## config.mk

```make
export PLATFORM = sky130hd
export DESIGN_NAME = indexed_list_store
export DESIGN_NICKNAME = d
export VERILOG_FILES = /design/src/hw/rtl/ils_pkg.sv /design/src/hw/rtl/ils_ram.sv /design/src/hw/rtl/indexed_list_store.sv
export SDC_FILE = /design/constraint.sdc
export NUM_CORES = 2
export LEC_CHECK = 0
export BUFFER_PORTS_ARGS = -buffer_cell sky130_fd_sc_hd__buf_4
export CAP_MARGIN = 15
export CELL_PAD_IN_SITES_DETAIL_PLACEMENT = 1
export CELL_PAD_IN_SITES_GLOBAL_PLACEMENT = 2
export CORE_UTILIZATION = 45
export CTS_CLUSTER_SIZE = 16
export DETAILED_ROUTE_END_ITERATION = 10
export GPL_TIMING_DRIVEN = 0
export PLACE_DENSITY = 0.82
export SYNTH_ARGS = -nofsm -noshare
export SYNTH_HDL_FRONTEND = slang
export SYNTH_SLANG_ARGS = --single-unit
```

## constraint.sdc

```tcl
create_clock -name i_clk -period 10.9 [get_ports i_clk]
set_input_delay 1.09 -clock i_clk [delete_from_list [all_inputs] [get_ports i_clk]]
set_output_delay 1.09 -clock i_clk [all_outputs]
set_load 0.05 [all_outputs]
```

## src/hw/rtl/ils_pkg.sv

```systemverilog
// ----------------------------------------------------------------------------
// ils_pkg
// Shared widths and action codes of the indexed list store.
// ----------------------------------------------------------------------------
package ils_pkg;

    localparam int ACT_W  = 4;
    localparam int POS_W  = 7;
    localparam int DATA_W = 32;
    localparam int CNT_W  = 7;

    localparam logic [ACT_W-1:0] ACT_SET       = 4'd0;
    localparam logic [ACT_W-1:0] ACT_REMOVE    = 4'd1;
    localparam logic [ACT_W-1:0] ACT_RETRIEVE  = 4'd2;
    localparam logic [ACT_W-1:0] ACT_LOCATE    = 4'd3;
    localparam logic [ACT_W-1:0] ACT_PUSH_F    = 4'd4;
    localparam logic [ACT_W-1:0] ACT_PUSH_B    = 4'd5;
    localparam logic [ACT_W-1:0] ACT_POP_F     = 4'd6;
    localparam logic [ACT_W-1:0] ACT_POP_B     = 4'd7;
    localparam logic [ACT_W-1:0] ACT_REM_ALL   = 4'd8;
    localparam logic [ACT_W-1:0] ACT_REVERSE   = 4'd9;

    typedef logic signed [DATA_W-1:0] t_word;

endpackage

```

## src/hw/rtl/ils_ram.sv

```systemverilog
// ----------------------------------------------------------------------------
// ils_ram
// Generic simple dual-port RAM, one write and one registered read port.
// ----------------------------------------------------------------------------
module ils_ram #(
    parameter int WIDTH = 32,
    parameter int DEPTH = 64
) (
    input  logic                     i_clk,
    input  logic                     i_we,
    input  logic [$clog2(DEPTH)-1:0] i_waddr,
    input  logic [WIDTH-1:0]         i_wdata,
    input  logic [$clog2(DEPTH)-1:0] i_raddr,
    output logic [WIDTH-1:0]         o_rdata
);

    logic [WIDTH-1:0] r_mem [DEPTH];
    logic [WIDTH-1:0] r_rdata;

    always_ff @(posedge i_clk) begin
        if (i_we) begin
            r_mem[i_waddr] <= i_wdata;
        end
        r_rdata <= r_mem[i_raddr];
    end

    assign o_rdata = r_rdata;

endmodule

```

## src/hw/rtl/indexed_list_store.sv

```systemverilog
// ----------------------------------------------------------------------------
// indexed_list_store
// List of up to DEPTH signed words with a live count, held in one RAM.
// ----------------------------------------------------------------------------
// Usage:
//   Request channel: drive i_action, i_position and i_item_value with
//   start; the request transfers on a clock edge where start is high
//   and busy is low. One request is in flight at a time.
//   Result channel: o_done pulses for one cycle with o_read_value, o_ok and
//   o_live_count. Every request yields exactly one result. The receiver
//   cannot stall; busy is already low in the cycle o_done is shown.
// Sequencing (transfer edge to result edge):
//   set inside the list, push back, pop back, misses: done from IDLE.
//   retrieve, remove/pop front, locate, push front, remove all equal:
//   stream through S_STREAM, one RAM read per entry walked; remove and
//   pop front shift the tail down, push front shifts the list up.
//   set past the end: S_ZERO writes one zero per gap entry, then the value.
//   reverse: S_REV reads both entries of each swapped pair, then writes both.
//   The single RAM port pair (one read, one write per cycle) sets this
//   sequencing.
// Reset: synchronous; the list becomes empty at once, no clearing pass.
// ----------------------------------------------------------------------------
module indexed_list_store #(
    parameter int DEPTH = 64
) (
    input  logic                       i_clk,
    input  logic                       i_rst_n,
    input  logic                       start,
    output logic                       busy,
    input  logic [ils_pkg::ACT_W-1:0]  i_action,
    input  logic [ils_pkg::POS_W-1:0]  i_position,
    input  logic signed [31:0]         i_item_value,
    output logic                       o_done,
    output logic signed [31:0]         o_read_value,
    output logic                       o_ok,
    output logic [ils_pkg::CNT_W-1:0]  o_live_count
);
    import ils_pkg::*;

    localparam int AW = $clog2(DEPTH);
    localparam int CW = $clog2(DEPTH + 1);
    localparam int XW = (CW > POS_W) ? CW : POS_W;

    localparam logic [1:0] S_IDLE   = 2'd0;
    localparam logic [1:0] S_ZERO   = 2'd1;
    localparam logic [1:0] S_STREAM = 2'd2;
    localparam logic [1:0] S_REV    = 2'd3;

    logic [1:0]       r_state, n_state;
    logic [ACT_W-1:0] r_act, n_act;
    t_word            r_val, n_val;
    logic [CW-1:0]    r_cnt, n_cnt;
    logic [AW-1:0]    r_addr, n_addr;
    logic [AW-1:0]    r_hi, n_hi;
    logic [AW-1:0]    r_pos, n_pos;
    logic [CW-1:0]    r_left, n_left;
    logic             r_pend, n_pend;
    logic [AW-1:0]    r_pidx, n_pidx;
    logic [CW-1:0]    r_j, n_j;
    t_word            r_rd, n_rd;
    logic             r_ok, n_ok;
    logic             r_done, n_done;
    logic [1:0]       r_ph, n_ph;
    t_word            r_tmp, n_tmp;

    logic          ram_we;
    logic [AW-1:0] ram_waddr, ram_raddr;
    t_word         ram_wdata, ram_rdata;

    logic [XW-1:0] pos_x, cnt_x, dep_x;

    ils_ram #(.WIDTH(DATA_W), .DEPTH(DEPTH)) u_ram (
        .i_clk   (i_clk),
        .i_we    (ram_we),
        .i_waddr (ram_waddr),
        .i_wdata (ram_wdata),
        .i_raddr (ram_raddr),
        .o_rdata (ram_rdata)
    );

    assign pos_x = XW'(i_position);
    assign cnt_x = XW'(r_cnt);
    assign dep_x = XW'(DEPTH);

    always_comb begin
        n_state   = r_state;
        n_act     = r_act;
        n_val     = r_val;
        n_cnt     = r_cnt;
        n_addr    = r_addr;
        n_hi      = r_hi;
        n_pos     = r_pos;
        n_left    = r_left;
        n_pend    = 1'b0;
        n_pidx    = r_pidx;
        n_j       = r_j;
        n_rd      = r_rd;
        n_ok      = r_ok;
        n_done    = 1'b0;
        n_ph      = r_ph;
        n_tmp     = r_tmp;
        ram_we    = 1'b0;
        ram_waddr = r_addr;
        ram_wdata = r_val;
        ram_raddr = r_addr;
        unique case (r_state)
            S_IDLE: begin
                if (start) begin
                    n_act  = i_action;
                    n_val  = i_item_value;
                    n_ok   = 1'b0;
                    n_rd   = '0;
                    n_done = 1'b1;
                    unique case (i_action)
                        ACT_SET: begin
                            if (pos_x < dep_x) begin
                                if (pos_x > cnt_x) begin
                                    n_addr  = AW'(r_cnt);
                                    n_pos   = AW'(i_position);
                                    n_done  = 1'b0;
                                    n_state = S_ZERO;
                                end else begin
                                    ram_we    = 1'b1;
                                    ram_waddr = AW'(i_position);
                                    ram_wdata = i_item_value;
                                    n_ok      = 1'b1;
                                    if (pos_x == cnt_x) begin
                                        n_cnt = r_cnt + 1'b1;
                                    end
                                end
                            end
                        end
                        ACT_REMOVE: begin
                            if (pos_x < cnt_x) begin
                                n_addr  = AW'(pos_x + 1'b1);
                                n_left  = CW'(cnt_x - pos_x - 1'b1);
                                n_ok    = 1'b1;
                                n_done  = 1'b0;
                                n_state = S_STREAM;
                            end
                        end
                        ACT_RETRIEVE: begin
                            if (pos_x == '0 || pos_x > cnt_x) begin
                                n_rd = -32'sd1;
                            end else begin
                                n_addr  = AW'(pos_x - 1'b1);
                                n_left  = CW'(1);
                                n_ok    = 1'b1;
                                n_done  = 1'b0;
                                n_state = S_STREAM;
                            end
                        end
                        ACT_LOCATE: begin
                            n_addr  = '0;
                            n_left  = r_cnt;
                            n_rd    = 32'(r_cnt) + 32'd1;
                            n_done  = 1'b0;
                            n_state = S_STREAM;
                        end
                        ACT_PUSH_F: begin
                            if (cnt_x < dep_x) begin
                                n_addr  = AW'(r_cnt - 1'b1);
                                n_left  = r_cnt;
                                n_ok    = 1'b1;
                                n_done  = 1'b0;
                                n_state = S_STREAM;
                            end
                        end
                        ACT_PUSH_B: begin
                            if (cnt_x < dep_x) begin
                                ram_we    = 1'b1;
                                ram_waddr = AW'(r_cnt);
                                ram_wdata = i_item_value;
                                n_cnt     = r_cnt + 1'b1;
                                n_ok      = 1'b1;
                            end
                        end
                        ACT_POP_F: begin
                            if (r_cnt != '0) begin
                                n_addr  = AW'(1);
                                n_left  = r_cnt - 1'b1;
                                n_ok    = 1'b1;
                                n_done  = 1'b0;
                                n_state = S_STREAM;
                            end
                        end
                        ACT_POP_B: begin
                            if (r_cnt != '0) begin
                                n_cnt = r_cnt - 1'b1;
                                n_ok  = 1'b1;
                            end
                        end
                        ACT_REM_ALL: begin
                            n_addr  = '0;
                            n_left  = r_cnt;
                            n_j     = '0;
                            n_ok    = 1'b1;
                            n_done  = 1'b0;
                            n_state = S_STREAM;
                        end
                        ACT_REVERSE: begin
                            n_ok = 1'b1;
                            if (r_cnt > CW'(1)) begin
                                n_addr  = '0;
                                n_hi    = AW'(r_cnt - 1'b1);
                                n_ph    = 2'd0;
                                n_done  = 1'b0;
                                n_state = S_REV;
                            end
                        end
                        default: begin
                        end
                    endcase
                end
            end
            S_ZERO: begin
                ram_we    = 1'b1;
                ram_waddr = r_addr;
                n_addr    = r_addr + 1'b1;
                if (r_addr == r_pos) begin
                    ram_wdata = r_val;
                    n_cnt     = CW'(r_pos) + 1'b1;
                    n_ok      = 1'b1;
                    n_done    = 1'b1;
                    n_state   = S_IDLE;
                end else begin
                    ram_wdata = '0;
                end
            end
            S_STREAM: begin
                ram_raddr = r_addr;
                if (r_left != '0) begin
                    n_pend = 1'b1;
                    n_pidx = r_addr;
                    n_left = r_left - 1'b1;
                    n_addr = (r_act == ACT_PUSH_F) ? r_addr - 1'b1 : r_addr + 1'b1;
                end
                if (r_pend) begin
                    case (r_act) inside
                        ACT_REMOVE, ACT_POP_F: begin
                            ram_we    = 1'b1;
                            ram_waddr = r_pidx - 1'b1;
                            ram_wdata = ram_rdata;
                        end
                        ACT_PUSH_F: begin
                            ram_we    = 1'b1;
                            ram_waddr = r_pidx + 1'b1;
                            ram_wdata = ram_rdata;
                        end
                        ACT_REM_ALL: begin
                            if (ram_rdata != r_val) begin
                                ram_we    = 1'b1;
                                ram_waddr = AW'(r_j);
                                ram_wdata = ram_rdata;
                                n_j       = r_j + 1'b1;
                            end
                        end
                        ACT_LOCATE: begin
                            if (ram_rdata == r_val && !r_ok) begin
                                n_ok = 1'b1;
                                n_rd = 32'(r_pidx) + 32'd1;
                            end
                        end
                        ACT_RETRIEVE: begin
                            n_rd = ram_rdata;
                        end
                        default: begin
                        end
                    endcase
                end
                if (r_left == '0 && !r_pend) begin
                    case (r_act) inside
                        ACT_REMOVE, ACT_POP_F: begin
                            n_cnt = r_cnt - 1'b1;
                        end
                        ACT_PUSH_F: begin
                            ram_we    = 1'b1;
                            ram_waddr = '0;
                            ram_wdata = r_val;
                            n_cnt     = r_cnt + 1'b1;
                        end
                        ACT_REM_ALL: begin
                            n_cnt = r_j;
                        end
                        default: begin
                        end
                    endcase
                    n_done  = 1'b1;
                    n_state = S_IDLE;
                end
            end
            S_REV: begin
                n_ph = r_ph + 1'b1;
                case (r_ph)
                    2'd0: begin
                        ram_raddr = r_addr;
                    end
                    2'd1: begin
                        ram_raddr = r_hi;
                        n_tmp     = ram_rdata;
                    end
                    2'd2: begin
                        ram_we    = 1'b1;
                        ram_waddr = r_addr;
                        ram_wdata = ram_rdata;
                    end
                    default: begin
                        ram_we    = 1'b1;
                        ram_waddr = r_hi;
                        ram_wdata = r_tmp;
                        n_addr    = r_addr + 1'b1;
                        n_hi      = r_hi - 1'b1;
                        if (({1'b0, r_addr} + (AW+1)'(2)) >= {1'b0, r_hi}) begin
                            n_done  = 1'b1;
                            n_state = S_IDLE;
                        end
                    end
                endcase
            end
            default: begin
                n_state = S_IDLE;
            end
        endcase
    end

    always_ff @(posedge i_clk) begin
        if (!i_rst_n) begin
            r_state <= S_IDLE;
            r_cnt   <= '0;
            r_left  <= '0;
            r_pend  <= 1'b0;
            r_done  <= 1'b0;
        end else begin
            r_state <= n_state;
            r_cnt   <= n_cnt;
            r_left  <= n_left;
            r_pend  <= n_pend;
            r_done  <= n_done;
        end
    end

    always_ff @(posedge i_clk) begin
        r_act  <= n_act;
        r_val  <= n_val;
        r_addr <= n_addr;
        r_hi   <= n_hi;
        r_pos  <= n_pos;
        r_pidx <= n_pidx;
        r_j    <= n_j;
        r_rd   <= n_rd;
        r_ok   <= n_ok;
        r_ph   <= n_ph;
        r_tmp  <= n_tmp;
    end

    assign busy         = (r_state != S_IDLE);
    assign o_done       = r_done;
    assign o_read_value = r_rd;
    assign o_ok         = r_ok;
    assign o_live_count = CNT_W'(r_cnt);

endmodule

```

# Word-level counts from Yosys, hierarchy flattened
# Memory sizes are Yosys's and may differ from the RTL's. A register that Yosys moved wholly into a read port is not among the register bits.
# Cells that the tools add are included.
# totals
output_inout_bits	42
in_bits	46
elab_cells	288
romBits	0
memories	1
mem_bits_rw	2048
latchBits	0
reg_bits	152
# op_classes
addsub	18
shift	0
mul	0
n_reduce_logical	37
magnitude_cmp	6
div_mod_pow	0
n_mux	152
n_eq_ne	58
bitwise	0
# memory_table
name	words	word_bits	read_ports	rd_ports_with_merged_regs	write_ports	line	rtl
u_ram.r_mem	64	32	1	1	1	ils_ram.sv:17	logic [WIDTH-1:0] r_mem [DEPTH];
# op_table
cell	count
32-bit two-way mux	22
32-bit case mux with 2 select lines	4
6-bit two-way mux	30
7-bit two-way mux	23
32-bit case mux with 4 select lines	1
6-bit case mux with 4 select lines	2
6-bit case mux with 7 select lines	1
7-bit case mux with 3 select lines	2
3-bit != test, second input constant	13
1-bit two-way mux	38
7-bit case mux with 5 select lines	1
32-bit == test	1
32-bit != test	1
2-bit two-way mux	15
2-bit != test, second input constant	15
7-bit case mux with 2 select lines	2
4-bit by 3-bit == test with 1-bit output, second input constant	6
6-bit case mux with 2 select lines	2
8-bit AND reduction	3
6-bit by 1-bit subtractor with 6-bit output, second input constant	4
11-bit AND reduction	2
7-bit by 1-bit subtractor with 7-bit output, second input constant	3
6-bit by 1-bit adder with 6-bit output, second input constant	3
4-bit by 2-bit == test with 1-bit output, second input constant	4
other kinds (46)	73

# Depth between registers and ports, before layout
# logic_depth
ltp_word	12
ltp_mapped	13
mapped_depth_nobuf	12

# Modules after synthesis
# Synthesis repeated with hierarchy kept, for this count alone.
# hier_totals
cells_unflattened	4682
hier_area_um2	89885.0
# modules_own_cells
mod	n_inst	cells_per_inst	area_per_inst_um2
ils_ram	1	3511	79039.6
indexed_list_store	1	1171	10845.4

# Least setup slack after synthesis
# Ideal clock, no wire load.
# synth_timing
path_type	input to register
start	in i_position[4] in the netlist's numbering
end	mem u_ram.r_mem[0][23], data pin
n_path_buf	2
arrival_ps	5811
stages	12
slack_ps	4367
cell_sequence	inv_1 ha_1 a21o_1 a21o_1 o32ai_2 buf_6 nand2_1 o21ai_0 clkbuf_1 a22o_1 a21oi_1 a211oi_1
# synth_between
elab_chain_len	6
word_cells_on_any_way	7
classes_between	order compare: 2; mux: 5
# synth_rtl
element	line	rtl
start, declared	indexed_list_store.sv:31	input logic [ils_pkg::POS_W-1:0] i_position,
7-bit greater-than comparator	indexed_list_store.sv:117	if (pos_x > cnt_x) begin
32-bit two-way mux	indexed_list_store.sv:117	
32-bit two-way mux *	indexed_list_store.sv:116	if (pos_x < dep_x) begin
32-bit case mux with 2 select lines *	indexed_list_store.sv:114	unique case (i_action)
32-bit two-way mux *	indexed_list_store.sv:108	if (start) begin
32-bit case mux with 4 select lines *	indexed_list_store.sv:106	unique case (r_state)
net ram_wdata[23]	indexed_list_store.sv:68	t_word ram_wdata, ram_rdata;
end, declared	ils_ram.sv:17	
# The timed path passes the listed nets; every way through them passes the cells marked *.

# Worst setup path after layout
# layout_timing
start	reg r_ph[1]
end	reg u_ram.r_rdata[24], in the netlist u_ram.o_rdata[24] (read register of u_ram.r_mem)
# layout_between
elab_chain_len	3
# layout_rtl
element	line	rtl
start, declared	indexed_list_store.sv:63	logic [1:0] r_ph, n_ph;
start signal, assigned	indexed_list_store.sv:352	r_ph <= n_ph;
2-bit by 1-bit == test with 1-bit output	indexed_list_store.sv:294	case (r_ph)
6-bit two-way mux	indexed_list_store.sv:294	
6-bit two-way mux	indexed_list_store.sv:106	
end, declared	ils_ram.sv:18	logic [WIDTH-1:0] r_rdata;
# Every way passes these cells.
# A chain may end at the register's enable or synchronous reset.

==> metrics.md <==
| Metric | Value |
|---|---|
| Number of distinct library cells after synthesis | 101 |
| Failing checks | DRC |
| GPL Wtd Cong | 0.918 |
| Area contributors post-synth | edfxtp_1, mux4_2, nand2_1 |
| Core Rows | 164 |
| Vias per inst | 6.36 |
| Initial drt markers | 7252 |
| R2R setup slack | 4270 ps |
| Seq/Total Area, Yosys | 0.733 |
| Setup-failing EPs final | 0 |
| Initial antenna violation count | 20 |
| DR WL/cell | 34.6 microns |
| Fmax | 151 MHz |
| Maxcap violations | 0 |
| Min Tclk post-route | 6630 ps |
| Setup ws final | 4270 ps |
| CP bufs+invs | 6 |
| Drt first pass iters | 11 |
| Highest Signal Layer | met5 |
| Clock tree buffer depth | 3 |
| GR Util All Layers | 0.283 |
| CTS clk-pin slew, worst paths | 60 ps |
| Post-route ant nets | 0 |
| Syn nets | 5083 |
| Worst R2R End | u_ram.o_rdata[24] |
| Core footprint | 200000 sq um |
| Setup slack at placement | 4520 ps |
| Crit path capture | u_ram.o_rdata[24] |
| I/O pin count | 88 |
| Worst Tran Pin Value | 1400 ps |
| Port Buf Inserts | 87 |
| Most frequent cells in the layout | edfxtp_1, nand2_1, mux4_2 |
| Period utilization | 0.608 |
| CTS tree | built |
| Grt total ovfl | 0 |
| FF-to-FF path depth | 14 |
| EDFF count, synth | 2182 |
| CP startpoint kind | flop |
| Share of layout cells above drive strength 1 | 0.247 |
| Leading area contributor after synthesis | edfxtp_1 |
| Leakage | 34.9 nW |
| DRC Markers | 24 |
| Die Area | 204000 sq um |
| Setup Fix Bufs, Post-CTS | 0 |
| Setup TNS | 0 ps |
| First-pass GRT wire length | 408 mm |
| Later-pin clock latency in the skew report | 890 ps |
| Crit path depth | 14 |
| RSZ-0062 raised after global routing | false |
| CP max FO | 35 |
| Leading cell type in the layout, fill and taps excluded | edfxtp_1 |
| Clock Sinks | 2232 |
| Yosys reg bits | 2232 |
| Data arrival, critical path | 7380 ps |
| Crit path launch | r_ph[1] |
| Inserted Clock Buffers | 219 |
| Number of global-route vias before repair | 54500 |
| Max IR drop VDD | 0.000147 V |
| Final hold slack | 408 ps |
| Pwr Density | 220 nW/um^2 |
| Vias | 53300 |
| Layout area overhead | 17.0% |
| Root Buffer Master | clkbuf_16 |
| Slowest-stage cell, CP | o22ai_1 |
| WP data required | 11660 ps |
| Met1 wire length | 111 mm |
| Syn. warnings | 0 |
| Post-Syn Instances | 4990 |
| Post-DP HPWL | 200 mm |
| CTS Hold Bufs | 0 |
| Worst setup EP type | flop |
| Slew headroom | 0.0692 |
| NumNets Final | 5618 |
| WL met2 | 136 mm |
| Final Skew | 78.0 ps |
| Slew Limit Fails | 0 |
| Crit-path max cell delay | 1100 ps |
| Worst reg2reg startpoint | r_ph[1] |
| Die Wd | 451 microns |
| Syn Area/Cell | 18.2 sq um |
| Crit-path leading delay family | compound AO/OA/AOI/OAI gates |
| Critical path class | flop to flop |
| Synthesized area | 90800 sq um |
| Asr flop ratio synth | 0 |
| H-tree lvl count | 4 |
| CTS resizes | 0 |
| Synth top area share | 0.722 |
| Largest net degree at the start of global routing | 65 |
| Initial core utilization | 0.454 |
| CP cell instances | inv_1 > ha_1 > nand2_2 > inv_2 > o21ai_0 > clkbuf_2 > clkbuf_1 > buf_8 > clkbuf_1 > nand2_1 > nand2_1 > o21ai_0 > o22ai_1 > a221o_1 |
| Synth Flop Type | edfxtp_1 |
| WL met3 | 29.3 mm |
| Worst min path class | primary input to flop |
| Outcome | complete, but fails checks |
| Post-Route WL | 290 mm |
| Hold Vio Cnt, Final | 0 |
| Die span in y | 451 microns |
==> power by group <==
part,leakage [nW],switching (mW),total [mW],internal [mW]
combinational,11.1,3.59,5.13,1.54
sequential,20.1,0.203,10.3,10.1
clock,3.63,3.38,7.94,4.56
total,34.9,7.17,23.4,16.2
==> logic make-up after synthesis <==
family / Yosys count / synth area share
compound gates: 657 / 0.0516
simple gates: 1091 / 0.0553
xor+xnor: 83 / 0.00801
mux: 535 / 0.130
buf+inv: 345 / 0.0160
fa+ha+maj: 47 / 0.00664
flops: 2232 / 0.733
==> state kept, by name, indices dropped and copies added (netlist names), 2 cells and up <==
name,cells
r_act,4
r_pidx,6
o_live_count,7
r_ph,2
r_pos,6
r_left,7
r_j,7
o_read_value,32
u_ram.r_mem,2048
r_val,32
r_tmp,32
r_hi,6
r_addr,6
r_state,2
u_ram.o_rdata,32
==> routing by layer <==
layer,vias to the layer above,global-route usage
met4,2,0.122
met1,28300,0.376
met3,555,0.0662
met2,3120,0.445
met5,-,0
li1,21300,-
==> area by class of cell <==
type | count | area [sq um]
fillers | 18100 | 93800
flip-flops and latches | 2232 | 66500
multi-input cells | 2413 | 23400
clock buffers | 273 | 5820
repair buffers | 314 | 4060
well taps | 2656 | 3320
clock inverters | 137 | 1660
plain buffers | 299 | 1290
inverters | 46 | 173
diodes | 5 | 12.5
==> synthesized netlist by cell type (35+ instances only) <==
| cell type | count |
|---|---|
| inv_1 | 41 |
| a221o_1 | 46 |
| buf_1 | 35 |
| nand2_1 | 602 |
| nor3_1 | 54 |
| edfxtp_1 | 2182 |
| buf_2 | 95 |
| o22ai_1 | 39 |
| ha_1 | 45 |
| nand3_1 | 107 |
| xor2_1 | 56 |
| o21ai_0 | 121 |
| and2_1 | 84 |
| mux4_2 | 512 |
| a21oi_1 | 87 |
| clkbuf_1 | 161 |
| nor2_1 | 108 |
| a31oi_1 | 78 |
| a211oi_1 | 79 |
| dfxtp_1 | 50 |
==> per-stage QoR <==
| stage | power [mW] | util | cell area, sq um | instances |
|---|---|---|---|---|
| global route | 23.8 | 0.531 | 106000 | 8371 |
| CTS | 23.3 | 0.531 | 106000 | 8369 |
| detailed placement | 15.4 | 0.494 | 98700 | 7959 |
| finish | 23.4 | 0.531 | 106000 | 8375 |
| global placement | 15.1 | 0.474 | 94800 | 7733 |
| floorplan | 13.0 | - | 90800 | 4990 |
==> how the worst min path moves through the flow <==
| stage | cells after the start | start | to | slack (ps) |
|---|---|---|---|---|
| 5_1_grt | 1 | i_item_value[20] | r_val[20] | 390 |
| 4_1_cts | 1 | i_item_value[17] | r_val[17] | 360 |
| 6_report | 1 | i_item_value[17] | r_val[17] | 410 |
| 3_5_place_dp | 2 | r_left[1] | r_left[1] | 470 |
| 2_1_floorplan | 2 | r_left[1] | r_left[1] | 450 |
| 3_3_place_gp | 2 | r_left[1] | r_left[1] | 470 |
(Power assumes the default switching activity.)
